**src/sfcs_pkg.sv**
```systemverilog
// Package of the flyback charge sequencer: item types, codes and thresholds.
package sfcs_pkg;

  localparam int unsigned SupplyW  = 14;
  localparam int unsigned VoltsW   = 10;
  localparam int unsigned BudgetW  = 9;
  localparam int unsigned CodeW    = 3;
  localparam int unsigned ApbAddrW = 4;
  localparam int unsigned ApbDataW = 32;

  // Register reset values.
  localparam logic [SupplyW-1:0] SupplyMinReset  = 14'd4500;
  localparam logic [SupplyW-1:0] SupplyMaxReset  = 14'd6000;
  localparam logic [BudgetW-1:0] TimeBudgetReset = 9'd450;

  // Stage boundaries of the output voltage, in volts.
  localparam logic [VoltsW-1:0] Stage2Volts = 10'd30;
  localparam logic [VoltsW-1:0] Stage3Volts = 10'd60;
  localparam logic [VoltsW-1:0] Stage4Volts = 10'd150;
  localparam logic [VoltsW-1:0] DoneVolts   = 10'd500;

  // Deadlines of the first three stages on the remaining budget.
  localparam logic [BudgetW-1:0] Stage1Deadline = 9'd430;
  localparam logic [BudgetW-1:0] Stage2Deadline = 9'd380;
  localparam logic [BudgetW-1:0] Stage3Deadline = 9'd300;

  typedef enum logic {
    OP_START = 1'b0,
    OP_TICK  = 1'b1
  } opcode_e;

  typedef enum logic [CodeW-1:0] {
    ST_IDLE     = 3'd0,
    ST_CHARGING = 3'd1,
    ST_DONE     = 3'd2,
    ST_SUPPLY   = 3'd3,
    ST_TIMEOUT  = 3'd4
  } status_e;

  typedef enum logic [CodeW-1:0] {
    BURST_NONE = 3'd0,
    BURST_P1   = 3'd1,
    BURST_P2   = 3'd2,
    BURST_P3   = 3'd3,
    BURST_P4   = 3'd4,
    BURST_P5   = 3'd5
  } burst_e;

  typedef enum logic [CodeW-1:0] {
    STAGE_1    = 3'd1,
    STAGE_2    = 3'd2,
    STAGE_3    = 3'd3,
    STAGE_4    = 3'd4,
    STAGE_DONE = 3'd5
  } stage_e;

  typedef enum logic [7:0] {
    PH_IDLE    = 8'b0000_0001,
    PH_STAGE1  = 8'b0000_0010,
    PH_STAGE2  = 8'b0000_0100,
    PH_STAGE3  = 8'b0000_1000,
    PH_STAGE4  = 8'b0001_0000,
    PH_DONE    = 8'b0010_0000,
    PH_SUPPLY  = 8'b0100_0000,
    PH_TIMEOUT = 8'b1000_0000
  } phase_e;

  typedef enum logic [ApbAddrW-3:0] {
    REG_SUPPLY_MIN  = 2'd0,
    REG_SUPPLY_MAX  = 2'd1,
    REG_TIME_BUDGET = 2'd2
  } reg_idx_e;

  typedef struct packed {
    burst_e  burst;
    status_e status;
  } out_item_t;

endpackage

```
**src/sfcs_intf.sv**
```systemverilog
// Handshake interfaces of the input and the result channel.
interface sfcs_in_if;
  logic        valid;
  logic        ready;
  logic        opcode;
  logic [13:0] supply_mv;
  logic [9:0]  target_volts;
  logic [9:0]  out_volts;

  modport source (output valid, output opcode, output supply_mv, output target_volts,
                  output out_volts, input ready);
  modport sink   (input valid, input opcode, input supply_mv, input target_volts,
                  input out_volts, output ready);
endinterface

interface sfcs_out_if;
  logic       valid;
  logic       ready;
  logic [2:0] burst;
  logic [2:0] status;

  modport source (output valid, output burst, output status, input ready);
  modport sink   (input valid, input burst, input status, output ready);
endinterface

```
**src/staged_flyback_charge_sequencer.sv**
```systemverilog
// Flyback charge sequencer: one result item per accepted input item.
// Latency: the result of an item is valid in the cycle after it is accepted.
// Throughput: one item per cycle; an item is taken whenever the result register
// is empty or is being emptied in the same cycle.
// Reset: registers return to their default values, the run state goes idle with
// zero budget and target, and no result is pending.
module staged_flyback_charge_sequencer
  import sfcs_pkg::*;
(
  input  logic                clk_i,
  input  logic                rst_ni,
  sfcs_in_if.sink             in_item,
  sfcs_out_if.source          out_item,
  input  logic                psel,
  input  logic                penable,
  input  logic                pwrite,
  input  logic [ApbAddrW-1:0] paddr,
  input  logic [ApbDataW-1:0] pwdata,
  output logic [ApbDataW-1:0] prdata,
  output logic                pready
);

  logic [SupplyW-1:0] supply_min_q, supply_max_q;
  logic [BudgetW-1:0] time_budget_q;

  phase_e             phase_q, phase_d;
  logic [BudgetW-1:0] budget_q, budget_d;
  logic [VoltsW-1:0]  target_q, target_d;
  status_e            last_status_q, last_status_d;

  out_item_t          out_q, out_d;
  logic               out_valid_q;

  logic               in_acc;
  logic               cfg_wr;
  reg_idx_e           cfg_idx;

  // Configuration port.
  assign pready  = 1'b1;
  assign cfg_wr  = psel & penable & pwrite;
  assign cfg_idx = reg_idx_e'(paddr[ApbAddrW-1:2]);

  always_comb begin
    prdata = '0;
    case (cfg_idx)
      REG_SUPPLY_MIN:  prdata = ApbDataW'(supply_min_q);
      REG_SUPPLY_MAX:  prdata = ApbDataW'(supply_max_q);
      REG_TIME_BUDGET: prdata = ApbDataW'(time_budget_q);
      default:         prdata = '0;
    endcase
  end

  always_ff @(posedge clk_i or negedge rst_ni) begin
    if (!rst_ni) begin
      supply_min_q  <= SupplyMinReset;
      supply_max_q  <= SupplyMaxReset;
      time_budget_q <= TimeBudgetReset;
    end else if (cfg_wr) begin
      case (cfg_idx)
        REG_SUPPLY_MIN:  supply_min_q  <= pwdata[SupplyW-1:0];
        REG_SUPPLY_MAX:  supply_max_q  <= pwdata[SupplyW-1:0];
        REG_TIME_BUDGET: time_budget_q <= pwdata[BudgetW-1:0];
        default: ;
      endcase
    end
  end

  // Handshake: the result register frees itself when the consumer takes it.
  assign in_item.ready   = !out_valid_q || out_item.ready;
  assign in_acc          = in_item.valid && in_item.ready;
  assign out_item.valid  = out_valid_q;
  assign out_item.burst  = out_q.burst;
  assign out_item.status = out_q.status;

  // Item processing.
  stage_e             samp_stage, held_stage, stage;
  logic               charging, in_window, late, finished;
  logic [BudgetW-1:0] budget_spent;

  always_comb begin
    if (in_item.out_volts < Stage2Volts)      samp_stage = STAGE_1;
    else if (in_item.out_volts < Stage3Volts) samp_stage = STAGE_2;
    else if (in_item.out_volts < Stage4Volts) samp_stage = STAGE_3;
    else if (in_item.out_volts < DoneVolts)   samp_stage = STAGE_4;
    else                                      samp_stage = STAGE_DONE;

    charging = 1'b1;
    case (phase_q)
      PH_STAGE1: held_stage = STAGE_1;
      PH_STAGE2: held_stage = STAGE_2;
      PH_STAGE3: held_stage = STAGE_3;
      PH_STAGE4: held_stage = STAGE_4;
      default: begin
        held_stage = STAGE_1;
        charging   = 1'b0;
      end
    endcase

    // Stages never fall back.
    stage = (samp_stage < held_stage) ? held_stage : samp_stage;

    // The first stage spends its budget before the checks.
    budget_spent = budget_q;
    if (stage == STAGE_1 && budget_q != '0) budget_spent = budget_q - 1'b1;

    finished = (in_item.out_volts > target_q) || (stage == STAGE_DONE);

    case (stage)
      STAGE_1: late = budget_spent < Stage1Deadline;
      STAGE_2: late = budget_spent < Stage2Deadline;
      STAGE_3: late = budget_spent < Stage3Deadline;
      default: late = budget_spent == '0;
    endcase

    in_window = !(in_item.supply_mv < supply_min_q) && !(in_item.supply_mv > supply_max_q);

    phase_d       = phase_q;
    budget_d      = budget_q;
    target_d      = target_q;
    last_status_d = last_status_q;
    out_d.burst   = BURST_NONE;
    out_d.status  = last_status_q;

    if (in_item.opcode == OP_START) begin
      if (in_window) begin
        budget_d      = time_budget_q;
        target_d      = in_item.target_volts;
        phase_d       = PH_STAGE1;
        last_status_d = ST_CHARGING;
        out_d.burst   = BURST_P1;
        out_d.status  = ST_CHARGING;
      end else begin
        phase_d       = PH_SUPPLY;
        last_status_d = ST_SUPPLY;
        out_d.status  = ST_SUPPLY;
      end
    end else if (charging) begin
      budget_d = budget_spent;
      if (finished) begin
        phase_d       = PH_DONE;
        last_status_d = ST_DONE;
        out_d.status  = ST_DONE;
      end else if (late) begin
        phase_d       = PH_TIMEOUT;
        last_status_d = ST_TIMEOUT;
        out_d.status  = ST_TIMEOUT;
      end else begin
        out_d.status = ST_CHARGING;
        out_d.burst  = burst_e'(stage + 3'd1);
        case (stage)
          STAGE_1: phase_d = PH_STAGE1;
          STAGE_2: phase_d = PH_STAGE2;
          STAGE_3: phase_d = PH_STAGE3;
          default: phase_d = PH_STAGE4;
        endcase
        // Later stages spend their budget after issuing the burst.
        if (stage != STAGE_1 && budget_spent != '0) budget_d = budget_spent - 1'b1;
      end
    end
  end

  always_ff @(posedge clk_i or negedge rst_ni) begin
    if (!rst_ni) begin
      phase_q       <= PH_IDLE;
      budget_q      <= '0;
      target_q      <= '0;
      last_status_q <= ST_IDLE;
      out_valid_q   <= 1'b0;
    end else begin
      if (in_acc) begin
        phase_q       <= phase_d;
        budget_q      <= budget_d;
        target_q      <= target_d;
        last_status_q <= last_status_d;
        out_valid_q   <= 1'b1;
      end else if (out_item.ready) begin
        out_valid_q <= 1'b0;
      end
    end
  end

  always_ff @(posedge clk_i) begin
    if (in_acc) out_q <= out_d;
  end

  // Checks.
  a_phase_onehot: assert property (@(posedge clk_i) disable iff (!rst_ni)
    $onehot(phase_q))
    else $error("run phase lost its one-hot code");

  a_burst_only_charging: assert property (@(posedge clk_i) disable iff (!rst_ni)
    out_valid_q && out_q.burst != BURST_NONE |-> out_q.status == ST_CHARGING)
    else $error("burst issued with a non-charging status");

  a_charging_status: assert property (@(posedge clk_i) disable iff (!rst_ni)
    (phase_q == PH_STAGE1 || phase_q == PH_STAGE2 || phase_q == PH_STAGE3 ||
     phase_q == PH_STAGE4) |-> last_status_q == ST_CHARGING)
    else $error("charging phase without charging status");

  a_start_ok: assert property (@(posedge clk_i) disable iff (!rst_ni)
    in_acc && in_item.opcode == OP_START && in_window |=>
      out_valid_q && out_q.burst == BURST_P1 && phase_q == PH_STAGE1)
    else $error("accepted start did not open a run");

  a_ready_when_empty: assert property (@(posedge clk_i) disable iff (!rst_ni)
    !out_valid_q |-> in_item.ready)
    else $error("input stalled while the result register is empty");

endmodule

```
**src/flat_wrapper.sv**
```systemverilog
// flat-port wrapper written by rule: the top's interface ports become plain ports
module staged_flyback_charge_sequencer_flat import sfcs_pkg::*;
  (clk_i, rst_ni, psel, penable, pwrite, paddr, pwdata, prdata, pready, in_item_valid, in_item_opcode, in_item_supply_mv, in_item_target_volts, in_item_out_volts, in_item_ready, out_item_valid, out_item_burst, out_item_status, out_item_ready);
  sfcs_in_if in_item_i ();
  sfcs_out_if out_item_i ();
  input  logic clk_i;
  input  logic rst_ni;
  input  logic psel;
  input  logic penable;
  input  logic pwrite;
  input  logic [ApbAddrW-1:0] paddr;
  input  logic [ApbDataW-1:0] pwdata;
  output logic [ApbDataW-1:0] prdata;
  output logic pready;
  input wire logic [$bits(in_item_i.valid)-1:0] in_item_valid;
  input wire logic [$bits(in_item_i.opcode)-1:0] in_item_opcode;
  input wire logic [$bits(in_item_i.supply_mv)-1:0] in_item_supply_mv;
  input wire logic [$bits(in_item_i.target_volts)-1:0] in_item_target_volts;
  input wire logic [$bits(in_item_i.out_volts)-1:0] in_item_out_volts;
  output wire logic [$bits(in_item_i.ready)-1:0] in_item_ready;
  output wire logic [$bits(out_item_i.valid)-1:0] out_item_valid;
  output wire logic [$bits(out_item_i.burst)-1:0] out_item_burst;
  output wire logic [$bits(out_item_i.status)-1:0] out_item_status;
  input wire logic [$bits(out_item_i.ready)-1:0] out_item_ready;
  assign in_item_i.valid = in_item_valid;
  assign in_item_i.opcode = in_item_opcode;
  assign in_item_i.supply_mv = in_item_supply_mv;
  assign in_item_i.target_volts = in_item_target_volts;
  assign in_item_i.out_volts = in_item_out_volts;
  assign in_item_ready = in_item_i.ready;
  assign out_item_valid = out_item_i.valid;
  assign out_item_burst = out_item_i.burst;
  assign out_item_status = out_item_i.status;
  assign out_item_i.ready = out_item_ready;
  staged_flyback_charge_sequencer u_core (.clk_i(clk_i), .rst_ni(rst_ni), .in_item(in_item_i), .out_item(out_item_i), .psel(psel), .penable(penable), .pwrite(pwrite), .paddr(paddr), .pwdata(pwdata), .prdata(prdata), .pready(pready));
endmodule
```
**config.mk**
```make
export PLATFORM = sky130hd
export DESIGN_NAME = staged_flyback_charge_sequencer_flat
export DESIGN_NICKNAME = d
export VERILOG_FILES = /design/src/sfcs_pkg.sv /design/src/sfcs_intf.sv /design/src/staged_flyback_charge_sequencer.sv /design/src/flat_wrapper.sv
export SDC_FILE = /design/constraint.sdc
export NUM_CORES = 1
export LEC_CHECK = 0
export ABC_AREA = 0
export BUFFER_PORTS_ARGS = -buffer_cell sky130_fd_sc_hd__buf_2
export CORE_MARGIN = 5
export CORE_UTILIZATION = 40
export DETAILED_ROUTE_END_ITERATION = 10
export PLACE_DENSITY = 0.66
export SETUP_SLACK_MARGIN = 0.4
export SYNTH_ARGS = -nofsm -noshare
export SYNTH_HDL_FRONTEND = slang
export SYNTH_SLANG_ARGS = --single-unit
```
**constraint.sdc**
```tcl
create_clock -name clk_i -period 6.4 [get_ports clk_i]
set_clock_uncertainty 0.2 [all_clocks]
set_input_delay 1.28 -clock clk_i [delete_from_list [all_inputs] [get_ports clk_i]]
set_output_delay 1.28 -clock clk_i [all_outputs]
set_load 0.005 [all_outputs]
```
Yosys cells after proc, flatten, opt, wreduce, memory -nomap -nowiden. Index checks and enable logic that the tools add are counted.

Bits in registers: 74. Bits of input ports: 78. Logic and storage cells: 99.

$add $sub $neg: 3. $lt $le $gt $ge: 11. Eq/ne operators: 13. Muxes and demuxes: 36. Bitwise logic cells: 3. Reduce and logical (&&, ||, !) cells: 23.

Operators by type and width (count): 2-to-1 mux 9 bit (7); one-hot mux 14 bit (3 select lines) (1); 2-to-1 mux 3 bit (12); 2-to-1 mux 8 bit (4); less-than comparator 9 bit, second input constant (3); nonzero test 9 bit (2); subtractor 9 x 1 -> 9 bit, second input constant (2); one-hot mux 5 bit (3 select lines) (1); greater-than comparator 14 bit (1); less-than comparator 14 bit (1); 2-to-1 mux 6 bit (2); greater-than comparator 10 bit (1); less-than comparator 10 x 5 -> 1 bit, second input constant (1); less-than comparator 10 x 6 -> 1 bit, second input constant (1); less-than comparator 10 x 8 -> 1 bit, second input constant (1); less-than comparator 10 x 9 -> 1 bit, second input constant (1); zero test 9 bit (1); one-hot mux 3 bit (3 select lines) (1); AND reduction 3 bit (3); equality test 8 x 2 -> 1 bit, second input constant (1); equality test 8 x 3 -> 1 bit, second input constant (1); equality test 8 x 4 -> 1 bit, second input constant (1); equality test 8 x 5 -> 1 bit, second input constant (1); AND reduction 2 bit (4); 21 further kinds (35).

Logic depth before layout (Yosys ltp). Gate-level depths: netlist (run 1).

Depth after elaboration: 17. Gate-level depth with buffers: 20.

Least setup slack after synthesis (run 1). Ideal clock, no wire load.

Kind: input to register. Start point: input port in_item_out_volts[9]. End point: register u_core.phase_q[2]. Setup time: 0.092 ns. Arrival: 5.310 ns. Path slack: 0.799 ns. Cell stages on the path: 18. Buffers on the path: 0. Cells stage by stage: or4_1 > a211oi_1 > nor2_1 > ha_1 > a21o_1 > a31oi_1 > mux2i_1 > ha_1 > nand2_1 > a21oi_1 > mux2_4 > ha_1 > nand3b_1 > nor4_4 > a21oi_2 > a22oi_4 > or3_4 > o31ai_2.

Longest elaborated chain between the ends: 16. Elaborated cells on any way between the ends: 28. Those cells by class: order compare: 9; eq/ne: 4; mux: 12; reduce/logical: 3.

Ends and longest elaborated chain: start, declared (line flat_wrapper.sv:19) `input wire logic [$bits(in_item_i.out_volts)-1:0] in_item_out_volts;`; less-than comparator 10 x 9 -> 1 bit (line staged_flyback_charge_sequencer.sv:84) `else if (in_item.out_volts < DoneVolts) samp_stage = STAGE_4;`; 2-to-1 mux 1 bit (line staged_flyback_charge_sequencer.sv:84); 2-to-1 mux 3 bit (line staged_flyback_charge_sequencer.sv:83) `else if (in_item.out_volts < Stage4Volts) samp_stage = STAGE_3;`; 2-to-1 mux 3 bit (line staged_flyback_charge_sequencer.sv:82) `else if (in_item.out_volts < Stage3Volts) samp_stage = STAGE_2;`; 2-to-1 mux 3 bit (line staged_flyback_charge_sequencer.sv:81) `if (in_item.out_volts < Stage2Volts) samp_stage = STAGE_1;`; less-than comparator 3 bit (line staged_flyback_charge_sequencer.sv:100) `stage = (samp_stage < held_stage) ? held_stage : samp_stage;`; 2-to-1 mux 3 bit (line staged_flyback_charge_sequencer.sv:100); equality test 3 x 1 -> 1 bit (line staged_flyback_charge_sequencer.sv:104, staged_flyback_charge_sequencer.sv:108, staged_flyback_charge_sequencer.sv:150); logical AND 1 bit (line staged_flyback_charge_sequencer.sv:104) `if (stage == STAGE_1 && budget_q != '0) budget_spent = budget_q - 1'b1;`; 2-to-1 mux 9 bit (line staged_flyback_charge_sequencer.sv:104); less-than comparator 9 bit (tied with other cells) (line staged_flyback_charge_sequencer.sv:111) `STAGE_3: late = budget_spent < Stage3Deadline;`; one-hot mux 1 bit (3 select lines) (line staged_flyback_charge_sequencer.sv:108) `case (stage)`; 2-to-1 mux 8 bit (line staged_flyback_charge_sequencer.sv:143) `end else if (late) begin`; 2-to-1 mux 8 bit * (line staged_flyback_charge_sequencer.sv:139) `if (finished) begin`; 2-to-1 mux 8 bit * (line staged_flyback_charge_sequencer.sv:137) `end else if (charging) begin`; 2-to-1 mux 8 bit * (line staged_flyback_charge_sequencer.sv:124) `if (in_item.opcode == OP_START) begin`; end signal, assigned (line staged_flyback_charge_sequencer.sv:171) `phase_q <= phase_d;`; end, declared (line staged_flyback_charge_sequencer.sv:26) `phase_e phase_q, phase_d;`.

Mark *: on every way between the ends. The rest lies on a longest branch, timed or not. The select of a mux whose other input is x is not followed. A chain may end at the register's enable or synchronous reset.

==> parameters.txt, run 1 <==
Parameter                              Value

Timing
  Period utilization ... 89.1%
  Headroom to the max-slew limit ... 41.1%
  Max Fclk ... 175 MHz
  Final max-slew violation count ... 0
  Aggregate negative setup slack ... 0 ns
  Count of final setup violators ... 0
  RSZ-0062 raised after global routing ... false
  Final hold violation count ... 0
  Worst Slack Setup Final ... 0.695 ns
  Pin slew with the least headroom to its limit ... 0.884 ns
  Clock period minus final worst setup slack ... 5.71 ns

Worst setup path
  Worst path cell trace ... buf_2 -> or4_1 -> a211oi_1 -> nor2_1 -> ha_1 -> a21o_1 -> a31oi_1 -> mux2i_1 -> ha_1 -> nand2_1 -> buf_4 -> nor4_1 -> mux2_2 -> nor3_1 -> a21oi_2 -> a22oi_4 -> or3_4 -> o21ai_1
  Depth of the worst register-to-register path ... 18
  Cell repeated most along the worst path ... sky130_fd_sc_hd__ha_1
  Reg2reg setup slack ... 1.33 ns
  CP Data Arrival Time ... 5.59 ns
  Type of element capturing the critical path ... flop
  Largest stage delay on the critical path ... 0.54 ns
  Critical path class ... in2reg
  Endpoint of the worst-slack reg-to-reg timing path ... u_core.out_item.burst[0]$_DFFE_PP_
  Critical Path RT ... 6.29 ns
  Launching point of the worst reg2reg path ... u_core.phase_q[5]$_DFFE_PN0P_
  Startpoint types ... primary input
  Crit Path Max Fanout ... 8
  Slowest cell on the critical path ... sky130_fd_sc_hd__or4_1

Power
  Leakage power figure ... 2.93 nW
  Total power density per cell area ... 332 nW/um2
  IR drop worst, VDD ... 0.162 mV
  Final total power ... 2.09 mW

Floorplanning
  Die area ... 16,200 um2
  Number of standard-cell rows in the floorplan ... 42
  Starting Density ... 41.1%
  Floorplan die width ... 127 um
  Die height ... 127 um
  Core box area ... 13,300 um2
  Top-level port count ... 119

Yosys
  Mux contribution to synthesized area ... 11.1%
  Synth Area in Compound Gates ... 17.2%
  Parity-gate share of the synthesized area counting xor and xnor cells ... 1.59%
  Sequential share of the synthesized area ... 34.7%
  Post-Syn Area ... 5490 um2
  Mean post-synth cell area ... 9.39 um2
  Warnings, synthesis ... 0
  Prevailing post-synth register cell ... sky130_fd_sc_hd__dfrtp_1
  Share of flip-flops with an asynchronous set or reset ... 91.9%
  Main combinational cell family by area after synthesis ... compound AO/OA/AOI/OAI gates
  Post-synthesis share of cell area spent on full adders, half adders and majority gates ... 10.5%
  Count of state elements after synthesis ... 74
  Post-synthesis simple-gate area fraction ... 16.6%
  Count of cell types in the netlist ... 84
  Synthesized instance count ... 585
  EDFF count, synth ... 6

Route
  Length of the first detailed-routing pass in iterations ... 4
  Drt via density ... 5.40
  Wl on met1 ... 6090 um
  DRC marker count from the first detailed-route iteration ... 290
  Post-route ant nets ... 0
  Detailed route wirelength on metal2 ... 6360 um
  Routed wirelength normalized by instance count ... 16.1 um
  Via total after detailed routing ... 4,545
  Residual DRC count ... 0
  Top layer in use ... met4
  Aggregate routed wire length ... 13,500 um
  Met3 WL ... 739 um

Clock network
  Clk sink count ... 74
  CTS clock-pin slew for the worst setup and hold paths ... 0.06 ns
  Cell at the root of the clock tree ... sky130_fd_sc_hd__clkbuf_16
  Skew-Pair Late Insertion Delay ... 0.34 ns
  Number of buffers added by the clock tree synthesis step ... 9
  Clock tree from TritonCTS ... built
  Buffers from clock root to sink, at most ... 2
  Count of buffers added by post-CTS timing repair for setup ... 0
  Number of H-tree levels ... 3

Final layout
  Layout area overhead ... 14.7%
  Multi-input gate area in the final layout ... 3220 um2
  Share of post-route cells with drive strength above 1 ... 27.5%
  Diode insertion count for antenna repair ... 0
  Finished Layout Cells ... 841
  Area of all sequential standard cells ... 1900 um2
  Layout Nets ... 784
  Fill cell count ... 1,292

Global routing
  GR Overflow Total ... 0
  Initial antenna violation count ... 0
  First-pass GRT wire length ... 23,000 um
  Number of global-route vias before repair ... 4,752
  Pin count of the biggest net entering global routing ... 69
  Total global routing track utilization ... 17.6%

Min path
  Worst min-delay path endpoint ... u_core.last_status_q[0]$_DFFE_PN0P_
  Critical hold path startpoint ... u_core.last_status_q[0]$_DFFE_PN0P_
  Type of the tightest min-delay check ... reg2reg
  Hold path cells ... 1

Placed design
  Post-detail-place hpwl ... 10,500 um
  Final weighted congestion in routability-driven placement ... 0.868
  Post-Place Cells ... 825
  Setup WS pre-CTS ... 0.342 ns
  Number of input and output port buffers inserted ... 79

Run status
  Run status ... complete, no violations

Job
  Number of max-cap violations ... 0
## per-stage QoR
step	hold slack [ns]	area [um2]	utilization [%]
floorplan	0.250	5560	-
global placement	0.269	6000	44.9
detailed placement	0.271	6000	44.9
CTS	0.284	6280	47.1
global route	0.297	6300	47.2
finish	0.282	6300	47.2
## repair_timing
| item | 4_1_cts | 5_1_grt |
|---|---|---|
| hold buffers | 0 | 0 |
| setup endpoints to repair | 0 | 6 |
| resized for setup | 0 | 2 |
## area by class of cell
cell class,instances,area share [%]
multi-input cells,432,51.1
well taps,176,3.50
clock inverters,4,0.815
clock buffers,12,3.76
flip-flops and latches,74,30.2
inverters,56,3.34
repair buffers,87,7.23
## state kept, by name, indices dropped and copies added (netlist names)
| name | cells |
|---|---|
| u_core.supply_max_q | 14 |
| u_core.supply_min_q | 14 |
| u_core.target_q | 10 |
| u_core.budget_q | 9 |
| u_core.time_budget_q | 9 |
| u_core.phase_q | 8 |
| u_core.last_status_q | 3 |
| u_core.out_item.burst | 3 |
| u_core.out_item.status | 3 |
| u_core.out_item.valid | 1 |
## where the power goes
| group | switching (mW) | total [mW] | internal (mW) |
|---|---|---|---|
| sequential | 0.135 | 0.757 | 0.622 |
| clock | 0.197 | 0.500 | 0.303 |
| combinational | 0.460 | 0.835 | 0.375 |
## how the worst max path moves through the flow
| stage | from | endpoint | slack [ns] | cells after the start |
|---|---|---|---|---|
| 6_report | in_item_out_volts[9] | u_core.out_item.burst[0]$_DFFE_PP_ | 0.69 | 18 |
| 5_1_grt | in_item_out_volts[9] | u_core.phase_q[3]$_DFFE_PN0P_ | 0.42 | 18 |
| 4_1_cts | in_item_out_volts[9] | u_core.out_item.burst[0]$_DFFE_PP_ | 0.71 | 19 |
| 3_5_place_dp | in_item_out_volts[9] | u_core.out_item.burst[0]$_DFFE_PP_ | 0.34 | 19 |
| 3_3_place_gp | in_item_out_volts[9] | u_core.out_item.burst[0]$_DFFE_PP_ | 0.47 | 19 |
| 2_1_floorplan | in_item_out_volts[9] | u_core.phase_q[2]$_DFFE_PN0P_ | 0.80 | 18 |
## worst max-delay path: cells and delay by family
| family | cells | cell delay, ns |
|---|---|---|
| AO/OA/AOI/OAI | 6 | 1.27 |
| adder cells (fa/ha/maj) | 2 | 0.42 |
| buffers and inverters | 2 | 0.32 |
| multiplexers | 2 | 0.66 |
| AND/OR/NAND/NOR | 6 | 1.63 |
## Yosys cell counts (4+ instances only)
cell type                  count  area, um2
sky130_fd_sc_hd__a211oi_1      4       30.0
sky130_fd_sc_hd__a21boi_0      4       30.0
sky130_fd_sc_hd__a21o_1       12       90.1
sky130_fd_sc_hd__a21oi_1      26        130
sky130_fd_sc_hd__and3_1        5       31.3
sky130_fd_sc_hd__buf_4        19        143
sky130_fd_sc_hd__clkbuf_1     15       56.3
sky130_fd_sc_hd__dfrtp_1      51       1280
sky130_fd_sc_hd__dfstp_2      17        447
sky130_fd_sc_hd__edfxtp_1      6        180
sky130_fd_sc_hd__ha_1         46        576
sky130_fd_sc_hd__inv_1        56        210
sky130_fd_sc_hd__mux2_2       34        383
sky130_fd_sc_hd__mux2i_1      20        200
sky130_fd_sc_hd__nand2_1      50        188
sky130_fd_sc_hd__nand2b_1      5       31.3
sky130_fd_sc_hd__nand3_1      14       70.1
sky130_fd_sc_hd__nand4_1      10       62.6
sky130_fd_sc_hd__nor2_1       24       90.1
sky130_fd_sc_hd__nor2b_1       7       43.8
sky130_fd_sc_hd__nor3_1        9       45.0
sky130_fd_sc_hd__o21ai_0      38        190
sky130_fd_sc_hd__o21ai_1      10       50.1
sky130_fd_sc_hd__o31ai_2       4       50.1
sky130_fd_sc_hd__or2_2         6       37.5
sky130_fd_sc_hd__or3_1         5       31.3
sky130_fd_sc_hd__xnor2_1       7       61.3
## placed cells by master, fill, tap and decap left out, types with 7 or more instances in the layout
master | Yosys | final
sky130_fd_sc_hd__nand2_1 | 50 | 50
sky130_fd_sc_hd__nor2_1 | 24 | 24
sky130_fd_sc_hd__conb_1 | 2 | 19
sky130_fd_sc_hd__o21ai_0 | 38 | 38
sky130_fd_sc_hd__buf_2 | 3 | 79
sky130_fd_sc_hd__dfstp_2 | 17 | 17
sky130_fd_sc_hd__a21oi_1 | 26 | 25
sky130_fd_sc_hd__nand4_1 | 10 | 10
sky130_fd_sc_hd__nor2b_1 | 7 | 7
sky130_fd_sc_hd__xnor2_1 | 7 | 7
sky130_fd_sc_hd__ha_1 | 46 | 46
sky130_fd_sc_hd__clkbuf_16 | 0 | 9
sky130_fd_sc_hd__nor3_1 | 9 | 8
sky130_fd_sc_hd__inv_1 | 56 | 56
sky130_fd_sc_hd__mux2_2 | 34 | 34
sky130_fd_sc_hd__buf_4 | 19 | 8
sky130_fd_sc_hd__dfrtp_1 | 51 | 51
sky130_fd_sc_hd__a21o_1 | 12 | 12
sky130_fd_sc_hd__mux2i_1 | 20 | 20
sky130_fd_sc_hd__o21ai_1 | 10 | 10
sky130_fd_sc_hd__nand3_1 | 14 | 14
## routing by layer
layer / GRT usage [%] / vias up
li1: - / 2208
met3: 4.17 / 31
met4: 7.19 / 0
met5: 0 / -
met1: 22.5 / 2166
met2: 28.7 / 140
## logic make-up after synthesis
family,after synthesis
adders and majority gates,46
xor gates and xnor gates,10
other,2
and+or+nand+nor,164
DFF,74
muxes,56
AOI/OAI and AO/OA,137
buffers and inverters,96
Power figures use the tool's default switching activity.
==> inputs of run 2 (changes only) <==
Clock period 6.4 ns to 7.4 ns, I/O delays scaled along.
==> parameters.txt, run 2 (synthesis gave the netlist of run 1 again) <==
Parameter                              Value

Power
  Leakage power figure ... 2.92 nW (was 2.93 nW)
  IR drop worst, VDD ... 0.169 mV (was 0.162 mV)
  Final total power ... 1.83 mW (was 2.09 mW)
  Total power density per cell area ... 292 nW/um2 (was 332 nW/um2)

Final layout
  Layout area overhead ... 14.3% (was 14.7%)
  Most frequent standard cell in the layout excluding fill and tap cells ... sky130_fd_sc_hd__buf_2 (unchanged)
  Largest registers ranked by flip-flop count ... u_core.supply_max_q (14), u_core.supply_min_q (14), u_core.target_q (10) (unchanged)
  Fill cell count ... 1,306 (was 1,292)
  Post-route cell area ... 6280 um2 (was 6300 um2)
  Area of all sequential standard cells ... 1900 um2 (unchanged)
  Layout Nets ... 780 (was 784)
  Final standard cell utilization of the core ... 47.0% (was 47.2%)
  Diode insertion count for antenna repair ... 0 (unchanged)
  Share of post-route cells with drive strength above 1 ... 26.9% (was 27.5%)
  Commonest non-fill, non-tap cells in the layout ... 79 x sky130_fd_sc_hd__buf_2, 56 x sky130_fd_sc_hd__inv_1, 51 x sky130_fd_sc_hd__dfrtp_1 (unchanged)
  Multi-input gate area in the final layout ... 3210 um2 (was 3220 um2)

Global routing
  Total global routing track utilization ... 17.2% (was 17.6%)
  GR Overflow Total ... 0 (unchanged)
  Initial antenna violation count ... 0 (unchanged)
  Number of global-route vias before repair ... 4,660 (was 4,752)
  First-pass GRT wire length ... 22,700 um (was 23,000 um)
  Pin count of the biggest net entering global routing ... 69 (unchanged)

Worst setup path
  Critical Path RT ... 7.27 ns (was 6.29 ns)
  Crit Path Max Fanout ... 8 (unchanged)
  CP Launch Point ... in_item_out_volts[9] (unchanged)
  Type of element capturing the critical path ... flop (unchanged)
  Depth of the worst register-to-register path ... 18 (unchanged)
  CP Data Arrival Time ... 6.14 ns (was 5.59 ns)
  Critical path class ... in2reg (unchanged)
  Critical path destination ... u_core.out_item.burst[0]$_DFFE_PP_ (unchanged)
  Launching point of the worst reg2reg path ... u_core.phase_q[5]$_DFFE_PN0P_ (unchanged)
  Reg2reg setup slack ... 1.93 ns (was 1.33 ns)
  Startpoint types ... primary input (unchanged)
  Endpoint of the worst-slack reg-to-reg timing path ... u_core.out_item.burst[0]$_DFFE_PP_ (unchanged)

Timing
  RSZ-0062 raised after global routing ... false (unchanged)
  Aggregate negative setup slack ... 0 ns (unchanged)
  Count of final setup violators ... 0 (unchanged)
  Pin slew with the least headroom to its limit ... 0.885 ns (was 0.884 ns)
  Period utilization ... 84.6%
  Max Fclk ... 160 MHz
  Headroom to the max-slew limit ... 41.0% (was 41.1%)
  Final hold violation count ... 0 (unchanged)
  Final max-slew violation count ... 0 (unchanged)
  Clock period minus final worst setup slack ... 6.26 ns

Clock network
  Buffers from clock root to sink, at most ... 2 (unchanged)
  Skew-Pair Late Insertion Delay ... 0.34 ns (about the same)
  CTS clock-pin slew for the worst setup and hold paths ... 0.06 ns (about the same)
  CTS-repair resized insts ... 0 (unchanged)
  Clk sink count ... 74 (unchanged)
  Clock tree from TritonCTS ... built (unchanged)
  Cell at the root of the clock tree ... sky130_fd_sc_hd__clkbuf_16 (unchanged)
  Number of buffers added by the clock tree synthesis step ... 9 (unchanged)
  Number of H-tree levels ... 3 (unchanged)
  Count of buffers added by post-CTS timing repair for setup ... 0 (unchanged)
  Number of buffers inserted for hold repair after clock tree synthesis ... 0 (unchanged)

Route
  Residual DRC count ... 0 (unchanged)
  Post-route ant nets ... 0 (unchanged)
  Via total after detailed routing ... 4,526 (was 4,545)
  DRC marker count from the first detailed-route iteration ... 218 (was 290)
  Length of the first detailed-routing pass in iterations ... 4 (unchanged)
  Routed wirelength normalized by instance count ... 16.0 um (was 16.1 um)
  Drt via density ... 5.41 (was 5.40)
  Aggregate routed wire length ... 13,400 um (was 13,500 um)

Floorplanning
  Die height ... 127 um (unchanged)
  Die area ... 16,200 um2 (unchanged)
  Top-level port count ... 119 (unchanged)
  Floorplan die width ... 127 um (unchanged)
  Starting Density ... 41.1% (unchanged)
  Number of standard-cell rows in the floorplan ... 42 (unchanged)
  Core box area ... 13,300 um2 (unchanged)

Placed design
  Post-placement cell area ... 5970 um2 (was 6000 um2)
  Number of input and output port buffers inserted ... 79 (unchanged)
  Final weighted congestion in routability-driven placement ... 0.857 (was 0.868)
  Post-detail-place hpwl ... 10,300 um (was 10,500 um)

Min path
  Type of the tightest min-delay check ... reg2reg (unchanged)
  Hold path cells ... 1 (unchanged)

Job
  Number of max-cap violations ... 0 (unchanged)

Run status
  Run status ... complete, no violations (unchanged)
[run 2: cell count changes in the layout (fill, tap and decap cells not counted), sizes merged]
cell | before | now
buf | 87 | 83
bufinv | 1 | 2
inv | 57 | 56
[run 2: final cells by class]
cell class | count | area share (%)
Timing Repair Buffer | 83 | 6.78
Sequential cell | 74 | 30.3
Multi-Input combinational cell | 432 | 51.1
Clock buffer | 12 | 3.77
Tap cell | 176 | 3.51
Inverter | 56 | 3.35
Clock inverter | 4 | 1.22
[run 2: routing by layer]
metal	vias up	track usage, %	share of wire (%)
li1	2206	-	-
met1	2175	22.6	44
met2	131	28.3	49
met3	14	3.67	5.8
met4	0	5.74	1.5
met5	-	0	0
[run 2: report_power, final]
part           internal (mW)  switching, mW  total (mW)
sequential             0.538          0.117       0.655
clock                  0.296          0.173       0.470
combinational          0.317          0.392       0.710
total                   1.15          0.683        1.83
[run 2: worst min-delay path by stage]
stage	from	end	slack (ns)
CTS	u_core.last_status_q[0]$_DFFE_PN0P_	u_core.last_status_q[0]$_DFFE_PN0P_	0.29
global route	u_core.phase_q[0]$_DFFE_PN1P_	u_core.phase_q[0]$_DFFE_PN1P_	0.30
finish	u_core.phase_q[0]$_DFFE_PN1P_	u_core.phase_q[0]$_DFFE_PN1P_	0.29
detailed placement	u_core.last_status_q[0]$_DFFE_PN0P_	u_core.last_status_q[0]$_DFFE_PN0P_	0.27
global placement	u_core.last_status_q[0]$_DFFE_PN0P_	u_core.last_status_q[0]$_DFFE_PN0P_	0.27
floorplan	u_core.last_status_q[0]$_DFFE_PN0P_	u_core.last_status_q[0]$_DFFE_PN0P_	0.25
[run 2: critical path, cell delays in order]
cell and delay [ns]:
sky130_fd_sc_hd__buf_2 0.12, sky130_fd_sc_hd__or4_1 0.54, sky130_fd_sc_hd__a211oi_1 0.30, sky130_fd_sc_hd__nor2_1 0.14, sky130_fd_sc_hd__ha_1 0.23, sky130_fd_sc_hd__a21o_1 0.17
sky130_fd_sc_hd__o21ai_0 0.41, sky130_fd_sc_hd__ha_1 0.40, sky130_fd_sc_hd__nand2_1 0.26, sky130_fd_sc_hd__a21oi_1 0.39, sky130_fd_sc_hd__mux2_4 0.25, sky130_fd_sc_hd__ha_1 0.16
sky130_fd_sc_hd__nand3b_1 0.15, sky130_fd_sc_hd__nor4_4 0.40, sky130_fd_sc_hd__a21oi_2 0.13, sky130_fd_sc_hd__a22oi_4 0.31, sky130_fd_sc_hd__or3_4 0.22, sky130_fd_sc_hd__o21ai_1 0.07
[run 2: metrics by stage]
step                      hold slack [ns]  setup slack (ns)  cells
after detailed placement            0.273             0.802    821
after global placement              0.267             0.956    821
final                               0.290              1.14    837
after CTS                           0.287              1.17    837
after global routing                0.296             0.720    837
after floorplan                     0.250              1.60    602
==> inputs of run 3 (changes only) <==
Settings changed: PLACE_DENSITY 0.66 to 0.68.
Clock period 7.4 ns to 5.05 ns, I/O delays scaled along.
==> parameters.txt, run 3 (synthesis gave the netlist of run 1 again) <==
Parameter                              Value

Worst setup path
  CP Data Arrival Time ... 5.06 ns (was 6.14 ns)
  Worst path cell trace ... buf_6 -> a21o_1 -> a211o_1 -> a211o_4 -> ha_4 -> a21o_1 -> a31oi_4 -> mux2i_1 -> ha_2 -> nand2_4 -> a21oi_4 -> mux2_4 -> ha_4 -> nand3b_1 -> nor4_4 -> a21oi_2 -> a22oi_4 -> or3_4 -> o31ai_2 (was buf_2 -> or4_1 -> a211oi_1 -> nor2_1 -> ha_1 -> a21o_1 -> o21ai_0 -> ha_1 -> nand2_1 -> a21oi_1 -> mux2_4 -> ha_1 -> nand3b_1 -> nor4_4 -> a21oi_2 -> a22oi_4 -> or3_4 -> o21ai_1)
  Slowest cell on the critical path ... sky130_fd_sc_hd__or3_4 (was sky130_fd_sc_hd__or4_1)
  Largest stage delay on the critical path ... 0.40 ns (was 0.54 ns)
  Critical path class ... in2reg (unchanged)
  CP Launch Point ... in_item_out_volts[1] (was in_item_out_volts[9])
  Type of element capturing the critical path ... flop (unchanged)
  Launching point of the worst reg2reg path ... u_core.phase_q[0]$_DFFE_PN1P_ (was u_core.phase_q[5]$_DFFE_PN0P_)
  Critical Path RT ... 5.10 ns (was 7.27 ns)
  Startpoint types ... primary input (unchanged)
  Crit Path Max Fanout ... 5 (was 8)

Floorplanning
  Die height ... 127 um (unchanged)
  Core box area ... 13,300 um2 (unchanged)
  Top-level port count ... 119 (unchanged)
  Floorplan die width ... 127 um (unchanged)
  Number of standard-cell rows in the floorplan ... 42 (unchanged)
  Die area ... 16,200 um2 (unchanged)
  Starting Density ... 41.1% (unchanged)

Timing
  Period utilization ... 99.2%
  Pin slew with the least headroom to its limit ... 0.918 ns (was 0.885 ns)
  Max Fclk ... 200 MHz
  Clock period minus final worst setup slack ... 5.01 ns
  Aggregate negative setup slack ... 0 ns (unchanged)
  Final hold violation count ... 0 (unchanged)
  RSZ-0062 raised after global routing ... true (was false)
  Count of final setup violators ... 0 (unchanged)
  Hold_ws ... 0.291 ns (was 0.290 ns)
  Worst Slack Setup Final ... 0.0406 ns (was 1.14 ns)
  Headroom to the max-slew limit ... 38.8% (was 41.0%)
  Final max-slew violation count ... 0 (unchanged)

Clock network
  Number of buffers inserted for hold repair after clock tree synthesis ... 0 (unchanged)
  Number of H-tree levels ... 3 (unchanged)
  Clock tree from TritonCTS ... built (unchanged)
  Cell at the root of the clock tree ... sky130_fd_sc_hd__clkbuf_16 (unchanged)
  Skew-Pair Late Insertion Delay ... 0.34 ns (about the same)
  CTS clock-pin slew for the worst setup and hold paths ... 0.06 ns (about the same)
  Buffers from clock root to sink, at most ... 2 (unchanged)
  Number of buffers added by the clock tree synthesis step ... 9 (unchanged)
  Clk sink count ... 74 (unchanged)

Final layout
  Finished Layout Cells ... 897 (was 837)
  Most frequent standard cell in the layout excluding fill and tap cells ... sky130_fd_sc_hd__buf_2 (unchanged)
  Largest registers ranked by flip-flop count ... u_core.supply_max_q (14), u_core.supply_min_q (14), u_core.target_q (10) (unchanged)
  Diode insertion count for antenna repair ... 0 (unchanged)
  Layout Nets ... 840 (was 780)
  Post-route cell area ... 7060 um2 (was 6280 um2)
  Final standard cell utilization of the core ... 52.9% (was 47.0%)
  Layout area overhead ... 28.5% (was 14.3%)
  Commonest non-fill, non-tap cells in the layout ... 75 x sky130_fd_sc_hd__buf_2, 60 x sky130_fd_sc_hd__buf_4, 56 x sky130_fd_sc_hd__inv_1 (was 79 x sky130_fd_sc_hd__buf_2, 56 x sky130_fd_sc_hd__inv_1, 51 x sky130_fd_sc_hd__dfrtp_1)
  Share of post-route cells with drive strength above 1 ... 37.6% (was 26.9%)

Placed design
  Post-Place Cells ... 862 (was 821)
  Post-placement cell area ... 6390 um2 (was 5970 um2)
  Final weighted congestion in routability-driven placement ... 0.896 (was 0.857)
  Number of input and output port buffers inserted ... 79 (unchanged)
  Setup WS pre-CTS ... -0.271 ns (was 0.802 ns)
  Post-detail-place hpwl ... 11,000 um (was 10,300 um)

Power
  IR drop worst, VDD ... 0.222 mV (was 0.169 mV)
  Final total power ... 2.93 mW (was 1.83 mW)
  Total power density per cell area ... 415 nW/um2 (was 292 nW/um2)
  Leakage power figure ... 3.29 nW (was 2.92 nW)

Route
  Residual DRC count ... 0 (unchanged)
  Routed wirelength normalized by instance count ... 16.5 um (was 16.0 um)
  Via total after detailed routing ... 4,830 (was 4,526)
  Length of the first detailed-routing pass in iterations ... 5 (was 4)
  Post-route ant nets ... 0 (unchanged)
  Aggregate routed wire length ... 14,800 um (was 13,400 um)
  DRC marker count from the first detailed-route iteration ... 200 (was 218)
  Drt via density ... 5.38 (was 5.41)

Min path
  Critical hold path startpoint ... u_core.phase_q[0]$_DFFE_PN1P_ (unchanged)
  Type of the tightest min-delay check ... reg2reg (unchanged)

Global routing
  Total global routing track utilization ... 18.4% (was 17.2%)
  Number of global-route vias before repair ... 5,003 (was 4,660)
  Initial antenna violation count ... 0 (unchanged)
  First-pass GRT wire length ... 24,200 um (was 22,700 um)
  Pin count of the biggest net entering global routing ... 41 (was 69)
  GR Overflow Total ... 0 (unchanged)

Job
  Number of max-cap violations ... 0 (unchanged)

Run status
  Run status ... complete, no violations (unchanged)
run 3: layer usage:
metal  vias up  share of wire [%]  GRT usage, %
li1       2323                  -             -
met1      2315                 43          23.1
met2       156                 49          31.0
met3        36                5.3          3.46
met4         0                2.4          7.89
met5         -                  0             0
run 3: worst paths after layout:
check	slack, ns	cells after the start	end
min in group asynchronous	0.61	1	u_core.target_q[9]$_DFFE_PN0P_
worst max-delay path	0.04	19	u_core.phase_q[2]$_DFFE_PN0P_
max in group asynchronous	3.07	2	u_core.supply_min_q[7]$_DFFE_PN1P_
worst min-delay path	0.29	1	u_core.phase_q[0]$_DFFE_PN1P_
worst min register to register	0.29	1	u_core.phase_q[0]$_DFFE_PN1P_
worst max register to register	0.27	20	u_core.phase_q[2]$_DFFE_PN0P_
run 3: layout make-up:
class | instances | area [um2]
Sequential cell | 74 | 1900
Fill cell | 1221 | 6290
Clock buffer | 13 | 240
Clock inverter | 3 | 43.8
Multi-Input combinational cell | 432 | 3520
Tap cell | 176 | 220
Timing Repair Buffer | 143 | 916
Inverter | 56 | 210
run 3: critical path: cells and delay by family:
kind / cells / cell delay (ns)
mux: 2 / 0.56
buf+inv: 1 / 0.09
simple gates: 4 / 0.71
compound gates: 9 / 1.98
fa+ha+maj: 3 / 0.71
run 3: repair_timing:
action / 4_1_cts / 5_1_grt
gates resized for setup: 22 / 21
pin swaps: 13 / 24
setup endpoints to repair: 21 / 22
buffers inserted: 8 / 11
run 3: where the power goes:
part / internal [mW] / switching, mW
Combinational: 0.631 / 0.695
Clock: 0.383 / 0.246
Sequential: 0.788 / 0.184
